`config.mk`:
```
export PLATFORM = sky130hd
export DESIGN_NAME = offset_pursuit_unicycle_control
export DESIGN_NICKNAME = d
export VERILOG_FILES = /design/src/sv/opuc_pkg.sv /design/src/sv/offset_pursuit_unicycle_control.sv
export VERILOG_INCLUDE_DIRS = /design/src /design/src/sv
export SDC_FILE = /design/constraint.sdc
export NUM_CORES = 2
export LEC_CHECK = 0
export ABC_AREA = 1
export BUFFER_PORTS_ARGS = -buffer_cell sky130_fd_sc_hd__buf_2
export CAP_MARGIN = 20
export CORE_AREA = 2 2 495 497
export CTS_CLUSTER_DIAMETER = 50
export DETAILED_ROUTE_END_ITERATION = 8
export DIE_AREA = 0 0 497 499
export GPL_TIMING_DRIVEN = 0
export HOLD_SLACK_MARGIN = 0.12
export SLEW_MARGIN = 25
export SYNTH_ARGS = -nofsm -noshare
export SYNTH_HDL_FRONTEND = slang
export SYNTH_SLANG_ARGS = --single-unit
```
`constraint.sdc`:
```
create_clock -name i_clk -period 34.8 [get_ports i_clk]
set_input_delay 6.96 -clock i_clk [delete_from_list [all_inputs] [get_ports i_clk]]
set_output_delay 6.96 -clock i_clk [all_outputs]
set_load 0.05 [all_outputs]
```
`src/sv/assert_macros.svh`:
```
// ----------------------------------------------------------------------------
// assert_macros
// assertion macros used by offset_pursuit_unicycle_control
// ----------------------------------------------------------------------------
`ifndef ASSERT_MACROS_SVH
`define ASSERT_MACROS_SVH

// implication checked on every rising clock edge outside reset
`define ASSERT_IMPL(label, clk, rst_n, ante, cons) \
    label: assert property (@(posedge clk) disable iff (!rst_n) (ante) |-> (cons)) \
        else $error("assertion failed");

// implication checked in the cycle after the antecedent
`define ASSERT_NEXT(label, clk, rst_n, ante, cons) \
    label: assert property (@(posedge clk) disable iff (!rst_n) (ante) |=> (cons)) \
        else $error("assertion failed");

`endif

```
`src/sv/opuc_pkg.sv`:
```
// ----------------------------------------------------------------------------
// opuc_pkg
// constants, register map and tables of the offset pursuit steering control
// ----------------------------------------------------------------------------
package opuc_pkg;

    localparam int CORDIC_STEPS_DEF = 16;
    localparam int CORDIC_STEPS_MAX = 24;

    // register indexes
    localparam logic [2:0] REG_PURSUER_ID  = 3'd0;
    localparam logic [2:0] REG_TARGET_ID   = 3'd1;
    localparam logic [2:0] REG_ANG_GAIN    = 3'd2;
    localparam logic [2:0] REG_MAX_SPEED   = 3'd3;
    localparam logic [2:0] REG_MAX_TURN    = 3'd4;
    localparam logic [2:0] REG_SIDE_OFFSET = 3'd5;
    localparam logic [2:0] REG_SIDE_RIGHT  = 3'd6;
    localparam logic [2:0] REG_CAPTURE_RAD = 3'd7;

    localparam logic [22:0] MAX_TURN_RESET = 23'd149179;
    localparam logic [23:0] NEAR_OFFSET    = 24'd26;

    localparam logic signed [33:0] Q29_PI       = 34'sd1686629713;
    localparam logic signed [33:0] Q29_HALF_PI  = 34'sd843314857;
    localparam logic signed [33:0] Q29_INV_GAIN = 34'sd326016436;

    localparam logic [0:0] FUNC_SAMPLE = 1'b0;
    localparam logic [0:0] FUNC_TICK   = 1'b1;

    // cordic arctangent table, Q29
    function automatic logic [29:0] atan_q29(input logic [4:0] i);
        case (i)
            5'd0:    atan_q29 = 30'd421657428;
            5'd1:    atan_q29 = 30'd248918915;
            5'd2:    atan_q29 = 30'd131521918;
            5'd3:    atan_q29 = 30'd66762579;
            5'd4:    atan_q29 = 30'd33510843;
            5'd5:    atan_q29 = 30'd16771757;
            5'd6:    atan_q29 = 30'd8387925;
            5'd7:    atan_q29 = 30'd4194218;
            5'd8:    atan_q29 = 30'd2097141;
            5'd9:    atan_q29 = 30'd1048575;
            5'd10:   atan_q29 = 30'd524288;
            5'd11:   atan_q29 = 30'd262144;
            5'd12:   atan_q29 = 30'd131072;
            5'd13:   atan_q29 = 30'd65536;
            5'd14:   atan_q29 = 30'd32768;
            5'd15:   atan_q29 = 30'd16384;
            5'd16:   atan_q29 = 30'd8192;
            5'd17:   atan_q29 = 30'd4096;
            5'd18:   atan_q29 = 30'd2048;
            5'd19:   atan_q29 = 30'd1024;
            5'd20:   atan_q29 = 30'd512;
            5'd21:   atan_q29 = 30'd256;
            5'd22:   atan_q29 = 30'd128;
            5'd23:   atan_q29 = 30'd64;
            default: atan_q29 = 30'd0;
        endcase
    endfunction

endpackage

```
`src/sv/offset_pursuit_unicycle_control.sv`:
```
// ----------------------------------------------------------------------------
// offset_pursuit_unicycle_control
// steers a pursuer toward a goal beside a target from pose samples and ticks
// ----------------------------------------------------------------------------
//  channel | handshake             | payload
//  in      | i_valid / o_ready     | i_func i_body_id i_pose_x i_pose_y i_pose_heading
//  out     | o_valid / i_ready     | o_linear_speed o_turn_rate o_captured
//  cfg     | psel penable pwrite   | paddr pwdata prdata, pready tied high
//
// a pose sample does not hold the input; a tick that gives a drive pair holds the
// input through the cordic rotations, two squarings, a root, two cross
// products, a restoring divide, a gain multiply and an output step
// reset clears state and the capture latch; configuration returns to defaults
// a stalled result holds in the output register; a finished tick waits for it
module offset_pursuit_unicycle_control
    import opuc_pkg::*;
#(
    parameter int CORDIC_STEPS = CORDIC_STEPS_DEF
) (
    input  logic               i_clk,
    input  logic               i_rst_n,
    input  logic               i_valid,
    output logic               o_ready,
    input  logic               i_func,
    input  logic [7:0]         i_body_id,
    input  logic signed [23:0] i_pose_x,
    input  logic signed [23:0] i_pose_y,
    input  logic signed [15:0] i_pose_heading,
    output logic               o_valid,
    input  logic               i_ready,
    output logic signed [23:0] o_linear_speed,
    output logic signed [23:0] o_turn_rate,
    output logic               o_captured,
    input  logic               psel,
    input  logic               penable,
    input  logic               pwrite,
    input  logic [4:0]         paddr,
    input  logic [31:0]        pwdata,
    output logic [31:0]        prdata,
    output logic               pready
);

`include "assert_macros.svh"

    typedef enum logic [3:0] {
        S_IDLE, S_CORDIC, S_SQX, S_SQY, S_ROOT, S_CRX, S_CRY,
        S_DIV, S_MUL, S_DONE
    } t_state;

    localparam int CW = $clog2(CORDIC_STEPS_MAX + 1);

    // configuration
    logic [7:0]  r_pursuer_id, r_target_id;
    logic [23:0] r_ang_gain;
    logic [22:0] r_max_speed, r_max_turn, r_side_offset, r_capture_rad;
    logic        r_side_right;
    logic        w_cfg_wr;
    logic [2:0]  w_cfg_idx;

    assign pready    = 1'b1;
    assign w_cfg_wr  = psel && penable && pwrite;
    assign w_cfg_idx = paddr[4:2];

    always_ff @(posedge i_clk) begin
        if (!i_rst_n) begin
            r_pursuer_id  <= '0;
            r_target_id   <= '0;
            r_ang_gain    <= '0;
            r_max_speed   <= '0;
            r_max_turn    <= MAX_TURN_RESET;
            r_side_offset <= '0;
            r_side_right  <= 1'b0;
            r_capture_rad <= '0;
        end else if (w_cfg_wr) begin
            case (w_cfg_idx)
                REG_PURSUER_ID:  r_pursuer_id  <= pwdata[7:0];
                REG_TARGET_ID:   r_target_id   <= pwdata[7:0];
                REG_ANG_GAIN:    r_ang_gain    <= pwdata[23:0];
                REG_MAX_SPEED:   r_max_speed   <= pwdata[22:0];
                REG_MAX_TURN:    r_max_turn    <= pwdata[22:0];
                REG_SIDE_OFFSET: r_side_offset <= pwdata[22:0];
                REG_SIDE_RIGHT:  r_side_right  <= pwdata[0];
                REG_CAPTURE_RAD: r_capture_rad <= pwdata[22:0];
                default: ;
            endcase
        end
    end

    // register read back
    always_comb begin
        case (w_cfg_idx)
            REG_PURSUER_ID:  prdata = {24'd0, r_pursuer_id};
            REG_TARGET_ID:   prdata = {24'd0, r_target_id};
            REG_ANG_GAIN:    prdata = {8'd0, r_ang_gain};
            REG_MAX_SPEED:   prdata = {9'd0, r_max_speed};
            REG_MAX_TURN:    prdata = {9'd0, r_max_turn};
            REG_SIDE_OFFSET: prdata = {9'd0, r_side_offset};
            REG_SIDE_RIGHT:  prdata = {31'd0, r_side_right};
            REG_CAPTURE_RAD: prdata = {9'd0, r_capture_rad};
            default:         prdata = '0;
        endcase
    end

    // pose state
    logic signed [23:0] r_own_x, r_own_y, r_prey_x, r_prey_y;
    logic signed [15:0] r_own_hd;
    logic               r_seen, r_latch;

    // sequencer state
    t_state             r_state;
    logic               r_busy;
    logic [6:0]         r_cnt;
    logic               r_out_valid;
    logic signed [23:0] r_out_v, r_out_w;
    logic               r_out_cap;

    // work registers
    logic signed [25:0] r_dx, r_dy;
    logic signed [33:0] r_cx, r_cy, r_cz;
    logic               r_neg;
    logic [50:0]        r_acc;     // sum of squares, then root remainder
    logic [25:0]        r_mcand;   // serial multiplicand magnitude
    logic [25:0]        r_mplier;  // serial multiplier bits
    logic [25:0]        r_root;
    logic [51:0]        r_rad;     // radicand under the root
    logic signed [19:0] r_hx, r_hy;
    logic signed [47:0] r_cross;   // c in Q15
    logic [63:0]        r_num;     // |c| << 16, shifted out as quotient bits
    logic [25:0]        r_rem;
    logic               r_qneg;
    logic [63:0]        r_prod;    // gain times quotient accumulator
    logic [39:0]        r_qmag;
    logic               r_cap;

    // combinational helpers
    logic               w_in_acc, w_out_acc;
    logic signed [24:0] w_off, w_gx;
    logic signed [25:0] w_dx, w_dy;
    logic signed [33:0] w_z0, w_ys, w_xs;
    logic [29:0]        w_atan;
    logic [24:0]        w_ex;
    logic [26:0]        w_rsub;
    logic [51:0]        w_rtrial;
    logic signed [64:0] w_wfull;
    logic signed [24:0] w_wclamp;
    logic signed [24:0] w_lim;

    assign o_ready   = !r_busy;
    assign w_in_acc  = i_valid && o_ready;
    assign w_out_acc = r_out_valid && i_ready;
    assign o_valid   = r_out_valid;
    assign o_linear_speed = r_out_v;
    assign o_turn_rate    = r_out_w;
    assign o_captured     = r_out_cap;

    // goal and distances from the stored poses
    assign w_off = (r_own_y > r_prey_y) ? $signed({2'b0, r_side_offset})
                                       : $signed({1'b0, NEAR_OFFSET});
    assign w_gx  = r_side_right ? (25'(r_prey_x) - w_off) : (25'(r_prey_x) + w_off);
    assign w_dx  = 26'(r_own_x) - 26'(w_gx);
    assign w_dy  = 26'(r_own_y) - 26'(r_prey_y);
    assign w_ex  = (r_own_x >= r_prey_x) ? 25'(26'(r_own_x) - 26'(r_prey_x))
                                          : 25'(26'(r_prey_x) - 26'(r_own_x));
    assign w_z0  = 34'(r_own_hd) <<< 16;

    // one cordic rotation
    assign w_atan = atan_q29(r_cnt[4:0]);
    assign w_ys   = r_cy >>> r_cnt[CW-1:0];
    assign w_xs   = r_cx >>> r_cnt[CW-1:0];

    // restoring root trial = (root << 2) | 1, and the divide's trial subtraction
    assign w_rtrial = 52'({r_root, 2'b01});
    assign w_rsub   = {r_rem, r_num[63]} - {1'b0, r_mcand};

    // gain product and clamp
    assign w_wfull  = r_qneg ? $signed({1'b0, r_prod}) : -$signed({1'b0, r_prod});
    assign w_lim    = $signed({2'b0, r_max_turn});
    always_comb begin
        logic signed [64:0] fl;
        // floor of the negated product over 2^31
        fl = w_wfull >>> 31;
        if (fl > 65'(w_lim))
            w_wclamp = w_lim;
        else if (fl < -65'(w_lim))
            w_wclamp = -w_lim;
        else
            w_wclamp = 25'(fl);
    end

    // remainder of the restoring root held in r_acc, radicand in r_rad
    logic [51:0] w_rem2;
    logic        w_rfit;
    assign w_rem2 = {r_acc[49:0], r_rad[51:50]};
    assign w_rfit = w_rem2 >= w_rtrial;

    always_ff @(posedge i_clk) begin
        if (!i_rst_n) begin
            r_state     <= S_IDLE;
            r_busy      <= 1'b0;
            r_out_valid <= 1'b0;
            r_seen      <= 1'b0;
            r_latch     <= 1'b0;
            r_own_x     <= '0;
            r_own_y     <= '0;
            r_own_hd    <= '0;
            r_prey_x    <= '0;
            r_prey_y    <= '0;
            r_cnt       <= '0;
        end else begin
            if (w_out_acc)
                r_out_valid <= 1'b0;
            case (r_state)
                S_IDLE: begin
                    if (w_in_acc) begin
                        if (i_func == FUNC_SAMPLE) begin
                            if (i_body_id == r_pursuer_id) begin
                                r_own_x  <= i_pose_x;
                                r_own_y  <= i_pose_y;
                                r_own_hd <= i_pose_heading;
                                r_seen   <= 1'b1;
                            end else if (i_body_id == r_target_id) begin
                                r_prey_x <= i_pose_x;
                                r_prey_y <= i_pose_y;
                            end
                        end else if (r_seen && !r_latch) begin
                            r_busy  <= 1'b1;
                            r_state <= S_CORDIC;
                            r_cnt   <= '0;
                            r_dx    <= w_dx;
                            r_dy    <= w_dy;
                            r_cap   <= w_ex < {2'b0, r_capture_rad};
                            r_cx    <= Q29_INV_GAIN;
                            r_cy    <= '0;
                            // fold heading by pi into the half plane
                            if (w_z0 > Q29_HALF_PI) begin
                                r_cz  <= w_z0 - Q29_PI;
                                r_neg <= 1'b1;
                            end else if (w_z0 < -Q29_HALF_PI) begin
                                r_cz  <= w_z0 + Q29_PI;
                                r_neg <= 1'b1;
                            end else begin
                                r_cz  <= w_z0;
                                r_neg <= 1'b0;
                            end
                        end
                    end
                end
                S_CORDIC: begin
                    if (r_cz >= 0) begin
                        r_cx <= r_cx - w_ys;
                        r_cy <= r_cy + w_xs;
                        r_cz <= r_cz - $signed({4'b0, w_atan});
                    end else begin
                        r_cx <= r_cx + w_ys;
                        r_cy <= r_cy - w_xs;
                        r_cz <= r_cz + $signed({4'b0, w_atan});
                    end
                    r_cnt <= r_cnt + 7'd1;
                    if (r_cnt == 7'(CORDIC_STEPS - 1)) begin
                        r_state  <= S_SQX;
                        r_cnt    <= '0;
                        r_acc    <= '0;
                        r_mcand  <= r_dx[25] ? 26'(-r_dx) : 26'(r_dx);
                        r_mplier <= r_dx[25] ? 26'(-r_dx) : 26'(r_dx);
                    end
                end
                S_SQX, S_SQY: begin
                    // shift-add square, one multiplier bit a cycle
                    if (r_mplier[0])
                        r_acc <= r_acc + (51'(r_mcand) << r_cnt[4:0]);
                    r_mplier <= r_mplier >> 1;
                    r_cnt    <= r_cnt + 7'd1;
                    if (r_cnt == 7'd25) begin
                        r_cnt <= '0;
                        if (r_state == S_SQX) begin
                            r_state  <= S_SQY;
                            r_mcand  <= r_dy[25] ? 26'(-r_dy) : 26'(r_dy);
                            r_mplier <= r_dy[25] ? 26'(-r_dy) : 26'(r_dy);
                        end else begin
                            r_state <= S_ROOT;
                            r_rad   <= {1'b0, (r_mplier[0] ?
                                       r_acc + (51'(r_mcand) << 25) : r_acc)};
                            r_acc   <= '0;
                            r_root  <= '0;
                            // finish cordic: unfold and floor to Q15
                            r_hx <= 20'((r_neg ? -r_cx : r_cx) >>> 14);
                            r_hy <= 20'((r_neg ? -r_cy : r_cy) >>> 14);
                        end
                    end
                end
                S_ROOT: begin
                    // two radicand bits a cycle, one root bit
                    if (w_rfit) begin
                        r_acc  <= 51'(w_rem2 - w_rtrial);
                        r_root <= {r_root[24:0], 1'b1};
                    end else begin
                        r_acc  <= 51'(w_rem2);
                        r_root <= {r_root[24:0], 1'b0};
                    end
                    r_rad <= r_rad << 2;
                    r_cnt <= r_cnt + 7'd1;
                    if (r_cnt == 7'd25) begin
                        r_state  <= S_CRX;
                        r_cnt    <= '0;
                        r_cross  <= '0;
                        r_mplier <= r_dy[25] ? 26'(-r_dy) : 26'(r_dy);
                        r_qneg   <= r_dy[25];
                    end
                end
                S_CRX, S_CRY: begin
                    // hx*dy then minus hy*dx, one bit of |d| a cycle
                    if (r_mplier[0]) begin
                        if ((r_state == S_CRX) ^ r_qneg)
                            r_cross <= r_cross + ((48'(r_state == S_CRX ? r_hx : r_hy))
                                                  <<< r_cnt[4:0]);
                        else
                            r_cross <= r_cross - ((48'(r_state == S_CRX ? r_hx : r_hy))
                                                  <<< r_cnt[4:0]);
                    end
                    r_mplier <= r_mplier >> 1;
                    r_cnt    <= r_cnt + 7'd1;
                    if (r_cnt == 7'd25) begin
                        r_cnt <= '0;
                        if (r_state == S_CRX) begin
                            r_state  <= S_CRY;
                            r_mplier <= r_dx[25] ? 26'(-r_dx) : 26'(r_dx);
                            r_qneg   <= r_dx[25];
                        end else begin
                            r_state <= S_DIV;
                            r_rem   <= '0;
                            r_mcand <= r_root;
                        end
                    end
                end
                S_DIV: begin
                    if (r_cnt == 7'd0) begin
                        // load |c| << 16 on entry to the divide
                        r_num  <= {r_cross[47] ? 48'(-r_cross) : 48'(r_cross), 16'd0};
                        r_qneg <= r_cross[47];
                        r_rem  <= '0;
                        r_cnt  <= 7'd1;
                    end else begin
                        // restoring divide, one quotient bit a cycle
                        if (!w_rsub[26]) begin
                            r_rem <= w_rsub[25:0];
                            r_num <= {r_num[62:0], 1'b1};
                        end else begin
                            r_rem <= {r_rem[24:0], r_num[63]};
                            r_num <= {r_num[62:0], 1'b0};
                        end
                        r_cnt <= r_cnt + 7'd1;
                        if (r_cnt == 7'd64) begin
                            r_state  <= S_MUL;
                            r_cnt    <= '0;
                            r_prod   <= '0;
                            r_qmag   <= 40'(w_rsub[26] ? {r_num[62:0], 1'b0}
                                                       : {r_num[62:0], 1'b1});
                            r_mplier <= 26'(r_ang_gain);
                        end
                    end
                end
                S_MUL: begin
                    // gain times |q|, one gain bit a cycle
                    if (r_mplier[0])
                        r_prod <= r_prod + (64'(r_qmag) << r_cnt[4:0]);
                    r_mplier <= r_mplier >> 1;
                    r_cnt    <= r_cnt + 7'd1;
                    if (r_cnt == 7'd23)
                        r_state <= S_DONE;
                end
                S_DONE: begin
                    if (!r_out_valid || w_out_acc) begin
                        r_out_valid <= 1'b1;
                        r_busy      <= 1'b0;
                        r_state     <= S_IDLE;
                        if (r_cap) begin
                            r_out_v   <= '0;
                            r_out_w   <= '0;
                            r_out_cap <= 1'b1;
                            r_latch   <= 1'b1;
                        end else begin
                            r_out_v   <= $signed({1'b0, r_max_speed});
                            r_out_w   <= (r_root == '0) ? '0 : 24'(w_wclamp);
                            r_out_cap <= 1'b0;
                        end
                    end
                end
                default: r_state <= S_IDLE;
            endcase
        end
    end

    // checks
    `ASSERT_IMPL(a_no_take_busy, i_clk, i_rst_n, r_busy, !o_ready)
    `ASSERT_NEXT(a_cap_latches, i_clk, i_rst_n, w_out_acc && o_captured, r_latch)
    `ASSERT_IMPL(a_cap_zero, i_clk, i_rst_n, o_valid && o_captured,
                 o_turn_rate == 24'sd0 && o_linear_speed == 24'sd0)

endmodule
```
## After elaboration in Yosys (flattened, before gate mapping)

Memory sizes are Yosys's and may differ from the RTL's. A register that Yosys moved wholly into a read port is not among the register bits.
Cells that the tools add are included.

- Bitwise operators: 5
- $add $sub $neg: 30
- Shift-type cells: 5
- Reductions and logical operators: 57
- Multiplexer cells: 112
- Order comparisons: 9
- Multipliers: 0
- Equal/unequal tests: 40
- Divide/modulo/power cells: 0

Operator list:

| kind | number |
|---|---|
| $mux W34 | 16 |
| $mux W26 | 20 |
| $mux W51 | 6 |
| $mux W64 | 4 |
| $pmux W32 S8 | 1 |
| $mux W48 | 5 |
| $pmux W34 S2 | 3 |
| $pmux W26 S6 | 1 |
| $pmux W51 S3 | 1 |
| $pmux W64 S2 | 1 |
| $mux W52 | 2 |
| $pmux W26 S2 | 2 |
| $pmux W52 S2 | 1 |
| $add A51 B51 Y51 | 2 |
| $sub A24 B24 Y25 | 4 |
| $pmux W48 S2 | 1 |
| $pmux W26 S3 | 1 |
| $add A34 B34 Y34 | 2 |
| $neg A34 Y34 | 2 |
| $sshr A34 B5 Y34 | 2 |
| $sub A34 B34 Y34 | 2 |
| $lt A34 B65 Y1 | 1 |
| $mux W65 | 1 |
| $neg A23 Y65 | 1 |
| other kinds (74) | 176 |

- Latch bits: 0
- Input bits: 117
- Memory bits (writable): 0
- Flip-flop bits (word level): 929
- Memories: 1
- Bits in read-only memories: 928
- Output and inout port bits: 84
- Logic and storage cells: 304

Memory list:

| memory | words | bits a word | read ports | clocked after Yosys merged registers in | wr ports | RTL line | text |
|---|---|---|---|---|---|---|---|
| (no name shown) | 32 | 29 | 1 | 1 | 0 | opuc_pkg.sv:32 | `case (i)` |

## Longest topological paths before layout

- Depth after elaboration: 8
- Gate-level depth with buffers: 44
- Depth with buffers taken out: 43

## Least setup slack after synthesis

OpenSTA, ideal clock, no wires.

- Path kind: in2reg
- From: input i_rst_n
- To: register r_prod[0], enable pin
- Cell stages on the path: 3
- Data arrival time: 17.405 ns
- Setup slack: 16.568 ns
- Path buffers: 1
- Required time: 33.973 ns
- Library setup time: 0.827 ns
- Path through: clkbuf_1 -> inv_2 -> a2111oi_0

- Cells in the longest elaborated chain, start to end: 1

Ends and longest elaborated chain:

| item | RTL line | text |
|---|---|---|
| start: declaration | offset_pursuit_unicycle_control.sv:21 | `input logic i_rst_n,` |
| $reduce_and A5 Y1 (no line) | - |  |
| end signal: assignment | offset_pursuit_unicycle_control.sv:365 | `r_prod <= r_prod + (64'(r_qmag) << r_cnt[4:0]);` |
| end: declaration | offset_pursuit_unicycle_control.sv:131 | `logic [63:0] r_prod;` |

No other way between the ends.
A chain may end at the register's enable or synchronous reset.

## Worst setup path after layout

- From: input paddr[4]
- To: output prdata[11]

- Cells in the longest elaborated chain, start to end: 2
- Elaborated cells between the ends (all ways): 9
- Those cells by class: eq/ne: 7; mux: 1; reduce/logical: 1

Ends and longest elaborated chain:

| item | RTL line | text |
|---|---|---|
| start: declaration | offset_pursuit_unicycle_control.sv:37 | `input logic [4:0] paddr,` |
| $eq A3 B3 Y1 (tied with other cells) | offset_pursuit_unicycle_control.sv:91 | `case (w_cfg_idx)` |
| $pmux W32 S8 * | offset_pursuit_unicycle_control.sv:91 |  |
| end: declaration | offset_pursuit_unicycle_control.sv:39 | `output logic [31:0] prdata,` |

Every way passes the cells marked *; elsewhere a longest branch is shown, timed or not. The select of a mux whose other input is x is not followed.

==> flow_summary_export.csv <==
group,metric,value,unit
final_layout,nets,13400,
final_layout,final_common_cell,"nand2_1",
grt,grt_first_pass_wirelength,548000,um
setup_path,cp-end-kind,"primary output",
clocking,post_cts_resized,0,
die,num_rows,181,
grt,track_usage,29.2,%
yosys,yosysWarnings,0,
pwr,power_per_cell_area,74.6,nW/um2
route,viasPerCell,5.60,
setup_path,cp_max_fo,10,
route,vias,89600,
timing,worst_pin_slew,1.16,ns
clocking,root_buffer,"clkbuf_16",
setup_path,timing.rr.start,"r_own_y[0]",
placement,dp_hpwl,311000,um
clocking,clk_latency,0.85,ns
clocking,clk_pin_slew_worst_paths,0.05,ns
route,antenna_left,0,
pwr,p_leak,42.0,nW
timing,maxSlewViolCount,0,
setup_path,critPathArrivalTime,9.40,ns
final_layout,final_util,39.5,%
clocking,post-cts-setup-buffers,0,
yosys,ys_seq_elements,956,
clocking,cts_tree,"done",
setup_path,worst-r2r-cell-count,37,
timing,fin_tns_setup,0,ns
die,num_io_pins,201,
die,start_util,34.9,%
setup_path,startpoint_type,"input pin",
final_layout,seq_area,25800,um2
final_layout,syn2layout_area_growth,13.4,%
final_layout,instances_no_fill,16000,
min_path,min_to,"r_qmag[9]",
clocking,htreeDepth,4,
yosys,synth_flop_cell,"edfxtp_1",
clocking,hold_buffers,0,
clocking,cts.sinks,956,
die,dieWidth,497,um
yosys,ys_seq_area_share,30.5,%
timing,final-setup-viol-count,0,
route,drc,0,
timing,max_freq,0.0611,GHz
grt,grt_pass1_vias,83000,
flow_run,cap_viol_max_count,0,
pwr,finalPower,7.15,mW
clocking,cts_inserted_buffers,158,
final_layout,multi_input_area,51600,um2
route,first_pass_iters,8,
die,dieArea,248000,um2
route,wl_per_cell,23.6,um
yosys,async_reset_ff_share,0,%
run_status,status,"finished clean",
min_path,hold_class,"reg2reg",
min_path,min_from,"r_num[8]",
yosys,synthTopCellsByArea,"edfxtp_1 (24%), nand2_1 (11%), ha_1 (8.6%)",
yosys,synth_top_area_share,23.7,%
yosys,yosysTopAreaCell,"edfxtp_1",
clocking,clock_path_buffers,3,
setup_path,required,27.84,ns
setup_path,reg2reg_to,"r_dx[24]",
timing,clock_skew,0.0591,ns
timing,fin_crit_sh,47.0,%
placement,gp_congestion,1.08,
placement,place_ws,18.59,ns
yosys,avgSynthCellArea,6.91,um2
pwr,vdd_drop_max,0.0541,mV
grt,grt_max_degree,32,
route,dr.first_iter.drc_count,10800,
placement,dpl.cell_count,15700,
yosys,synth_cells,12200,
yosys,synth_edf_count,667,
timing,rsz0062_at_grt,"false",
yosys,yosysUniqueCellTypes,79,
final_layout,layout_common_cells,"nand2_1 (2,500), inv_1 (1,425), nor2_1 (1,314), o21ai_0 (1,246), a21oi_1 (1,167)",
die,core-area,243000,um2
min_path,hold_depth,0,
yosys,syn-cell-area,84500,um2
grt,antenna_found_initial,18,
placement,portBuffers,178,
route,routed_wl,378000,um
final_layout,fillers,25800,
setup_path,crit_type,"in2out",
timing,finalHoldViolCount,0,
timing,relSlewSlack,22.8,%
die,die_h,499,um
timing,final.setup.worst_slack,18.44,ns
grt,overflow,0,
timing,layout_min_cycle_time,16.36,ns
final_layout,drive_gt1_share,6.29,%
setup_path,rrSetupSlack,26.35,ns
-- per-layer routing --
layer	GRT usage (%)	part of all wire [%]	vias up
met1	39.5	43	42000
met4	15.3	6.0	6
met5	0	0.012	-
met2	44.8	42	4153
li1	-	-	42600
met3	4.89	8.4	833
-- power breakdown --
group	internal [mW]	switching, mW	total, mW	leakage (nW)
Clock	0.957	0.657	1.61	2.60
Sequential	1.41	0.168	1.58	8.51
Combinational	1.18	2.77	3.95	30.9
-- cells in the mapped netlist (all sizes together), types with 63 or more instances --
master,number
nor4,73
xnor2,161
ha,583
nor2,1346
a31oi,142
mux2i,77
or2,67
o211ai,85
o21a,75
dfxtp,289
buf,143
nand4,116
nand2,2517
a211oi,63
nand3,643
xor2,342
edfxtp,667
clkbuf,294
o21ai,1326
a21oi,1172
inv,1448
nor3,157
-- critical path: stages --
cell and delay (ns):
clkbuf_1 0.18, inv_1 0.12, nor3_1 0.66, inv_1 0.14, clkbuf_1 0.26, clkbuf_1 0.30
o22ai_1 0.26, a21oi_1 0.14, nand2_1 0.09, buf_2 0.28
-- worst max path at each step --
stage	start	end	slack (ns)
global route	paddr[4]	prdata[17]	18.31
global placement	i_rst_n	r_prod[12]	8.43
floorplan	i_rst_n	r_prod[0]	16.57
CTS	paddr[4]	prdata[11]	18.59
finish	paddr[4]	prdata[11]	18.44
detailed placement	paddr[4]	prdata[21]	18.59
-- area by class of cell --
cell class / count / share of cell area [%]
well taps: 3202 / 4.18
repair buffers: 262 / 1.74
clock inverters: 110 / 1.36
diodes: 16 / 0.0418
multi-input cells: 9386 / 53.8
plain buffers: 437 / 1.91
flip-flops and latches: 956 / 26.9
clock buffers: 181 / 4.30
inverters: 1459 / 5.71
-- cells by family after synthesis --
kind of cell / share of synthesized area (%)
other cells: 0.00888
flops: 30.5
simple gates: 24.5
compound gates: 21.2
fa+ha+maj: 8.94
xor+xnor: 5.21
mux: 0.912
buf+inv: 8.62
-- flip-flops by register name, summed over array words and instances (netlist names), 25 cells and up --
name	count
r_cy	34
r_cz	34
r_prod	64
r_cross	48
r_acc	51
r_dx	26
r_rad	52
r_mcand	26
r_num	64
r_rem	26
r_dy	25
r_cx	34
r_root	26
r_qmag	40
w_atan	29
r_mplier	26
-- per-stage QoR --
step | instance area [um2] | hold slack (ns)
after floorplan | 84600 | 0.424
after global placement | 89500 | 0.433
after detailed placement | 90400 | 0.432
after CTS | 95800 | 0.445
after global routing | 95800 | 0.455
final | 95800 | 0.444
No activity file was read; power rests on OpenSTA's default activity.
